File: src/rtl/core/binary_min_heap_queue_defines.svh
// Assertion macros shared by the heap queue RTL.
// Each macro checks a property on the rising clock edge, outside of reset.
`ifndef BINARY_MIN_HEAP_QUEUE_DEFINES_SVH
`define BINARY_MIN_HEAP_QUEUE_DEFINES_SVH
`ifndef SYNTHESIS
// Same-cycle implication.
`define BMHQ_ASSERT_IMP(name, ante, cons, msg) \
  name: assert property (@(posedge clk_i) disable iff (!rst_ni) (ante) |-> (cons)) \
    else $error(msg);
// Next-cycle implication.
`define BMHQ_ASSERT_NXT(name, ante, cons, msg) \
  name: assert property (@(posedge clk_i) disable iff (!rst_ni) (ante) |=> (cons)) \
    else $error(msg);
`else
`define BMHQ_ASSERT_IMP(name, ante, cons, msg)
`define BMHQ_ASSERT_NXT(name, ante, cons, msg)
`endif
`endif

File: src/rtl/core/bmhq_pkg.sv
`default_nettype none
package bmhq_pkg;

  // Default sizing of the queue.
  localparam int unsigned CapacityDef    = 1024;
  localparam int unsigned KeyWidthDef    = 32;
  localparam int unsigned HandleWidthDef = 16;

  // Request type codes.
  localparam logic REQ_INSERT  = 1'b0;
  localparam logic REQ_EXTRACT = 1'b1;

  // Result status codes.
  localparam int unsigned StatusW = 2;
  localparam logic [StatusW-1:0] STATUS_OK    = 2'd0;
  localparam logic [StatusW-1:0] STATUS_FULL  = 2'd1;
  localparam logic [StatusW-1:0] STATUS_EMPTY = 2'd2;

  // Read address select for the entry store.
  typedef enum logic [1:0] {
    RD_PARENT,
    RD_LAST,
    RD_LEFT,
    RD_RIGHT
  } rd_sel_e;

  // Write data select for the entry store.
  typedef enum logic [1:0] {
    WR_ITEM,
    WR_PARENT,
    WR_PICK
  } wr_sel_e;

  // Commands from the controller to the datapath.
  typedef struct packed {
    logic                accept_ins;
    logic                accept_ext;
    logic                rd_en;
    rd_sel_e             rd_sel;
    logic                wr_en;
    wr_sel_e             wr_sel;
    logic                load_item;
    logic                cap_left;
    logic                finish;
    logic [StatusW-1:0]  status;
  } bmhq_cmd_t;

  // Status from the datapath to the controller.
  typedef struct packed {
    logic full;
    logic empty;
    logic one;
    logic hole_zero;
    logic parent_gt;
    logic has_left;
    logic item_le_pick;
  } bmhq_stat_t;

endpackage
`default_nettype wire

File: src/rtl/core/bmhq_ctrl.sv
`default_nettype none
module bmhq_ctrl import bmhq_pkg::*; (
  input  wire logic       clk_i,
  input  wire logic       rst_ni,
  input  wire logic       start,
  input  wire logic       req_type_i,
  output logic            busy,
  output bmhq_cmd_t       cmd_o,
  input  wire bmhq_stat_t stat_i
);

  localparam logic [2:0] ST_IDLE     = 3'd0;
  localparam logic [2:0] ST_INS_RD   = 3'd1;
  localparam logic [2:0] ST_INS_CMP  = 3'd2;
  localparam logic [2:0] ST_EXT_LAST = 3'd3;
  localparam logic [2:0] ST_EXT_LOAD = 3'd4;
  localparam logic [2:0] ST_SD_RDL   = 3'd5;
  localparam logic [2:0] ST_SD_RDR   = 3'd6;
  localparam logic [2:0] ST_SD_CMP   = 3'd7;

  logic [2:0] state_q, state_d;

  assign busy = (state_q != ST_IDLE);

  // Next state and datapath commands.
  always_comb begin
    state_d = state_q;
    cmd_o   = '0;
    cmd_o.rd_sel = RD_PARENT;
    cmd_o.wr_sel = WR_ITEM;
    cmd_o.status = STATUS_OK;
    unique case (state_q)
      ST_IDLE: begin
        if (start) begin
          if (req_type_i == REQ_INSERT) begin
            if (stat_i.full) begin
              cmd_o.finish = 1'b1;
              cmd_o.status = STATUS_FULL;
            end else begin
              cmd_o.accept_ins = 1'b1;
              state_d = ST_INS_RD;
            end
          end else begin
            if (stat_i.empty) begin
              cmd_o.finish = 1'b1;
              cmd_o.status = STATUS_EMPTY;
            end else begin
              cmd_o.accept_ext = 1'b1;
              if (stat_i.one) begin
                cmd_o.finish = 1'b1;
              end else begin
                state_d = ST_EXT_LAST;
              end
            end
          end
        end
      end
      // Sift up: fetch the parent of the hole, or settle at the root.
      ST_INS_RD: begin
        if (stat_i.hole_zero) begin
          cmd_o.wr_en  = 1'b1;
          cmd_o.finish = 1'b1;
          state_d = ST_IDLE;
        end else begin
          cmd_o.rd_en  = 1'b1;
          cmd_o.rd_sel = RD_PARENT;
          state_d = ST_INS_CMP;
        end
      end
      // Move a strictly greater parent down, else place the new entry.
      ST_INS_CMP: begin
        cmd_o.wr_en = 1'b1;
        if (stat_i.parent_gt) begin
          cmd_o.wr_sel = WR_PARENT;
          state_d = ST_INS_RD;
        end else begin
          cmd_o.finish = 1'b1;
          state_d = ST_IDLE;
        end
      end
      // Fetch the last entry to sift it down from the root.
      ST_EXT_LAST: begin
        cmd_o.rd_en  = 1'b1;
        cmd_o.rd_sel = RD_LAST;
        state_d = ST_EXT_LOAD;
      end
      ST_EXT_LOAD: begin
        cmd_o.load_item = 1'b1;
        state_d = ST_SD_RDL;
      end
      // Sift down: read the left child, or settle at a leaf.
      ST_SD_RDL: begin
        if (stat_i.has_left) begin
          cmd_o.rd_en  = 1'b1;
          cmd_o.rd_sel = RD_LEFT;
          state_d = ST_SD_RDR;
        end else begin
          cmd_o.wr_en  = 1'b1;
          cmd_o.finish = 1'b1;
          state_d = ST_IDLE;
        end
      end
      ST_SD_RDR: begin
        cmd_o.cap_left = 1'b1;
        cmd_o.rd_en    = 1'b1;
        cmd_o.rd_sel   = RD_RIGHT;
        state_d = ST_SD_CMP;
      end
      // Place the entry, or lift the smaller child into the hole.
      ST_SD_CMP: begin
        cmd_o.wr_en = 1'b1;
        if (stat_i.item_le_pick) begin
          cmd_o.finish = 1'b1;
          state_d = ST_IDLE;
        end else begin
          cmd_o.wr_sel = WR_PICK;
          state_d = ST_SD_RDL;
        end
      end
      default: begin
        state_d = ST_IDLE;
      end
    endcase
  end

  always_ff @(posedge clk_i or negedge rst_ni) begin
    if (!rst_ni) begin
      state_q <= ST_IDLE;
    end else begin
      state_q <= state_d;
    end
  end

endmodule
`default_nettype wire

File: config.mk
export PLATFORM = sky130hd
export DESIGN_NAME = bmhq_ctrl
export DESIGN_NICKNAME = d
export VERILOG_FILES = /design/src/rtl/core/binary_min_heap_queue_defines.svh /design/src/rtl/core/bmhq_pkg.sv /design/src/rtl/core/bmhq_ctrl.sv
export SDC_FILE = /design/constraint.sdc
export NUM_CORES = 1
export LEC_CHECK = 0
export BUFFER_PORTS_ARGS = -buffer_cell sky130_fd_sc_hd__buf_2
export CAP_MARGIN = 30
export CORE_AREA = 2 2 39 41
export CTS_BUF_LIST = sky130_fd_sc_hd__clkbuf_16
export DETAILED_ROUTE_END_ITERATION = 10
export DIE_AREA = 0 0 41 43
export PLACE_DENSITY_LB_ADDON = 0.05
export SLEW_MARGIN = 15
export SYNTH_ARGS = -nofsm -noshare
export SYNTH_HDL_FRONTEND = slang
export SYNTH_SLANG_ARGS = --single-unit
File: constraint.sdc
create_clock -name clk_i -period 1.4 [get_ports clk_i]
set_input_delay 0.14 -clock clk_i [delete_from_list [all_inputs] [get_ports clk_i]]
set_output_delay 0.14 -clock clk_i [all_outputs]
set_load 0.005 [all_outputs]
* Word-level counts from Yosys, hierarchy flattened
Cells that the tools add are included.
Operators by class: eq/ne operators 11, muxes and demuxes 36, reduce and logical (&&, ||, !) cells 4
Operators by type and width (number):
- 2-to-1 mux 3 bit | 11
- case mux 3 bit (8 select lines) | 1
- 2-to-1 mux 1 bit | 14
- equality test 3 bit, second input constant | 4
- 2-to-1 mux 2 bit | 6
- case mux 3 bit (4 select lines) | 1
- != test 3 bit, second input constant | 3
- equality test 3 x 2 -> 1 bit, second input constant | 2
- case mux 1 bit (5 select lines) | 1
- case mux 2 bit (2 select lines) | 1
- AND reduction 4 bit | 1
- equality test 3 x 1 -> 1 bit, second input constant | 1
- zero test 3 bit | 1
- case mux 1 bit (3 select lines) | 1
- nonzero test 3 bit | 1
- != test 2 bit, second input constant | 1
- OR reduction 2 bit | 1
Word-level totals: register bits after elaboration 3

* Logic depth before layout (Yosys ltp)
depth in word-level cells 5, gate-level depth with buffers 4

* Least setup slack after synthesis
No wires, ideal clock.
path kind register to output, start point register state_q[1], end point output cmd_o[2] (netlist name), arrival time 1.065 ns, required time 1.260 ns, setup slack 0.195 ns, stages on the path, launching flop included 5, path buffers 0, cell sequence dfrtp_1 nor3_2 inv_2 nor4_1 or3_1
RTL lines:
- start, declared | line bmhq_ctrl.sv:21 | logic [2:0] state_q, state_d;
- start signal, assigned | line bmhq_ctrl.sv:130 | state_q <= state_d;
- end, declared | line bmhq_ctrl.sv:8 | output bmhq_cmd_t cmd_o,

==> results.sh <==
export IMPL_status="finished, violations left"
export IMPL_hp_start="stat_i[4]"
export IMPL_rr_startpoint="state_q[0]$_DFFE_PN0P_"
export IMPL_fin_skew_ns=0.001238
export IMPL_firstDrtPassIters=4
export IMPL_htreeDepth=1
export IMPL_synth_distinct_cells=30
export IMPL_max_clock_path_buffers=2
export IMPL_p_seq_share_pct=12.4
export IMPL_fin_total_pwr_mw=1.589
export IMPL_min_path_cells=2
export IMPL_dr_first_iter_drc_count=4
export IMPL_swShare_pct=36.26
export IMPL_period_share_pct=111.3
export IMPL_min_path_type="in -> reg"
export IMPL_die_y_um=43
export IMPL_post_drt_wl_per_cell_um=11.64
export IMPL_post_route_util_pct=53.25
export IMPL_synth_seq_cells=3
export IMPL_place_inst=95
export IMPL_cts_sinks=3
export IMPL_min_to="state_q[1]$_DFFE_PN0P_"
export IMPL_reg_top3="state_q (3)"
export IMPL_cts_tree="done"
export IMPL_start_util_pct=27.22
export IMPL_grt_max_degree=9
export IMPL_timing_hold_ws_ns=0.1274
export IMPL_grt_pass1_vias=477
export IMPL_pwr_share_comb_pct=59.4
export IMPL_r2r_slack_ns=0.10
export IMPL_crit_required_ns=1.26
export IMPL_antenna_left=0
export IMPL_die_area_um2=1763
export IMPL_final_nets=100
export IMPL_postPlaceCellArea_um2=545.5
export IMPL_fillers=149
export IMPL_p_clk_share_pct=28.2
export IMPL_stdcell_area_um2=737.0
export IMPL_die_w_um=41
export IMPL_maxCapViolCount=0
export IMPL_rsz0062_at_grt="yes"
export IMPL_worstSetupPathType="reg -> out"
export IMPL_syn_nets=62
export IMPL_clk_pin_slew_worst_paths_ns=0.03
export IMPL_p_int_mw=1.013
export IMPL_io_pins=25
export IMPL_synth_area_um2=376.6
export IMPL_via_per_inst=5.019
export IMPL_reg2reg_depth=6
export IMPL_synth_edff_count=0
export IMPL_ir_worst_vdd_uv=1389
export IMPL_ys_seq_area_share_pct=19.93
export IMPL_final_setup_worst_slack_ns=-0.1584
export IMPL_postSynthCellCount=51
export IMPL_area_delta_synth_final_pct=95.68
export IMPL_wl_um=1211
export IMPL_place_ws_ns=0.03262
export IMPL_max_slew_margin_rel_pct=85.21
export IMPL_endpoint_kind="primary output"
export IMPL_yosysWarnings=0
export IMPL_setup_viol=9
export IMPL_hold_viol_final=0
export IMPL_layoutNonFillerInstCount=104
export IMPL_grt_pass1_wl_um=1911
export IMPL_ys_flop_type="dfrtp_1"
export IMPL_cts_inserted_buffers=3
export IMPL_coreArea_um2=1384
export IMPL_num_vias=522
export IMPL_power_switching_mw=0.5760
export IMPL_violations="setup timing"
export IMPL_drive_gt1_share_pct=62.50
export IMPL_dp_hpwl_um=869.8
export IMPL_portBuffers=24
export IMPL_antenna_found_initial=0
export IMPL_drc=0
export IMPL_worstSetupStartpointType="flop"
export IMPL_regMostFlops="state_q"
export IMPL_min_period_ns=1.558
export IMPL_rows=14
export IMPL_postSynthAreaPerCell_um2=7.385
export IMPL_fin_setup_tns_ns=-0.8448
export IMPL_largest_reg_flops=3
export IMPL_power_density_nw_per_um2=2156
export IMPL_drv_slew=0
export IMPL_r2r_end="state_q[1]$_DFFE_PN0P_"
export IMPL_grt_ovfl_total=0
export IMPL_gp_congestion=0.6484
export IMPL_worst_pin_slew_ns=0.2204
export IMPL_p_leak_nw=0.3658
export IMPL_insertion_delay_ns=0.22
export IMPL_cp_arrival_ns=1.42
export IMPL_track_usage_pct=15.38
export IMPL_cp_max_fo=5
export IMPL_async_flop_share_pct=100.0
export IMPL_antenna_cells=0
export IMPL_max_freq_ghz=0.6417
export IMPL_cts_root_buf="clkbuf_16"
what timing repair did:
| action | 4_1_cts | 5_1_grt |
|---|---|---|
| gates resized for setup | 15 | 4 |
| endpoints found under the hold margin | 3 | 0 |
| pin swaps | 8 | 0 |
| setup endpoints to repair | 10 | 11 |
| hold buffers | 1 | 0 |
| gates cloned | 0 | 0 |
| buffers inserted | 2 | 2 |
cell usage after synthesis, types with 2 or more instances:
master | instances | area share [%]
o21ai_0 | 6 | 8.0
nand3_1 | 3 | 4.0
nor3b_1 | 3 | 6.0
a21oi_1 | 2 | 2.7
nor3_1 | 2 | 2.7
inv_1 | 4 | 4.0
nand2b_1 | 2 | 3.3
dfrtp_1 | 3 | 20
nand2_1 | 2 | 2.0
nor2_1 | 4 | 4.0
final cells by class:
| cell class | instances | area, µm² | area share [%] |
|---|---|---|---|
| inverters | 5 | 18.77 | 2.547 |
| clock buffers | 3 | 75.07 | 10.19 |
| well taps | 16 | 20.02 | 2.716 |
| multi-input cells | 40 | 321.6 | 43.63 |
| repair buffers | 36 | 220.2 | 29.88 |
| clock inverters | 1 | 3.754 | 0.5093 |
| flip-flops and latches | 3 | 77.57 | 10.53 |
worst max-delay path: stages (launching register included):
cell	delay, ns
dfrtp_1	0.39
buf_6	0.13
or2b_1	0.14
nor3_1	0.05
or3_1	0.35
buf_2	0.13
metal layers:
metal	wire length, µm	up-vias	GRT usage (%)	part of all wire [%]
met5	0	-	0	0
met4	0	0	4.000	0
met3	92	0	4.712	7.6
met2	607	24	24.38	50
met1	511	238	19.35	42
li1	-	260	-	-
logic make-up after synthesis:
| group | share of synthesized area (%) |
|---|---|
| flops | 19.93 |
| xor+xnor | 2.326 |
| simple gates | 38.87 |
| buf+inv | 11.29 |
| compound gates | 27.58 |
worst max-delay path by stage:
stage,from,to,slack [ns],cells past startpoint
after global routing,state_q[2]$_DFFE_PN0P_,cmd_o[2],-0.25,4
after floorplan,state_q[1]$_DFFE_PN0P_,cmd_o[2],0.20,4
final,state_q[0]$_DFFE_PN0P_,cmd_o[2],-0.16,5
after global placement,state_q[1]$_DFFE_PN0P_,cmd_o[2],0.009,5
after detailed placement,state_q[1]$_DFFE_PN0P_,cmd_o[2],0.03,5
after CTS,state_q[1]$_DFFE_PN0P_,cmd_o[2],-0.19,5
layout by cell type, fill, tap and decap left out, types with 2 or more instances in the layout:
cell	instances
nor3_2	2
dfrtp_2	2
nor2_1	3
a21oi_1	2
inv_1	5
buf_6	2
buf_2	24
nor3b_2	4
clkbuf_16	3
nand2b_1	2
buf_4	9
nand3_1	2
o21ai_0	5
power by group through the flow:
stage	combinational, mW	sequential (mW)	clock [mW]
2_1_floorplan	0.473	0.163	0
3_5_place_dp	0.762	0.187	0
4_1_cts	0.891	0.193	0.450
3_3_place_gp	0.773	0.185	0
5_1_grt	1.04	0.204	0.459
6_report	0.943	0.197	0.448
(Power assumes the default switching activity.)
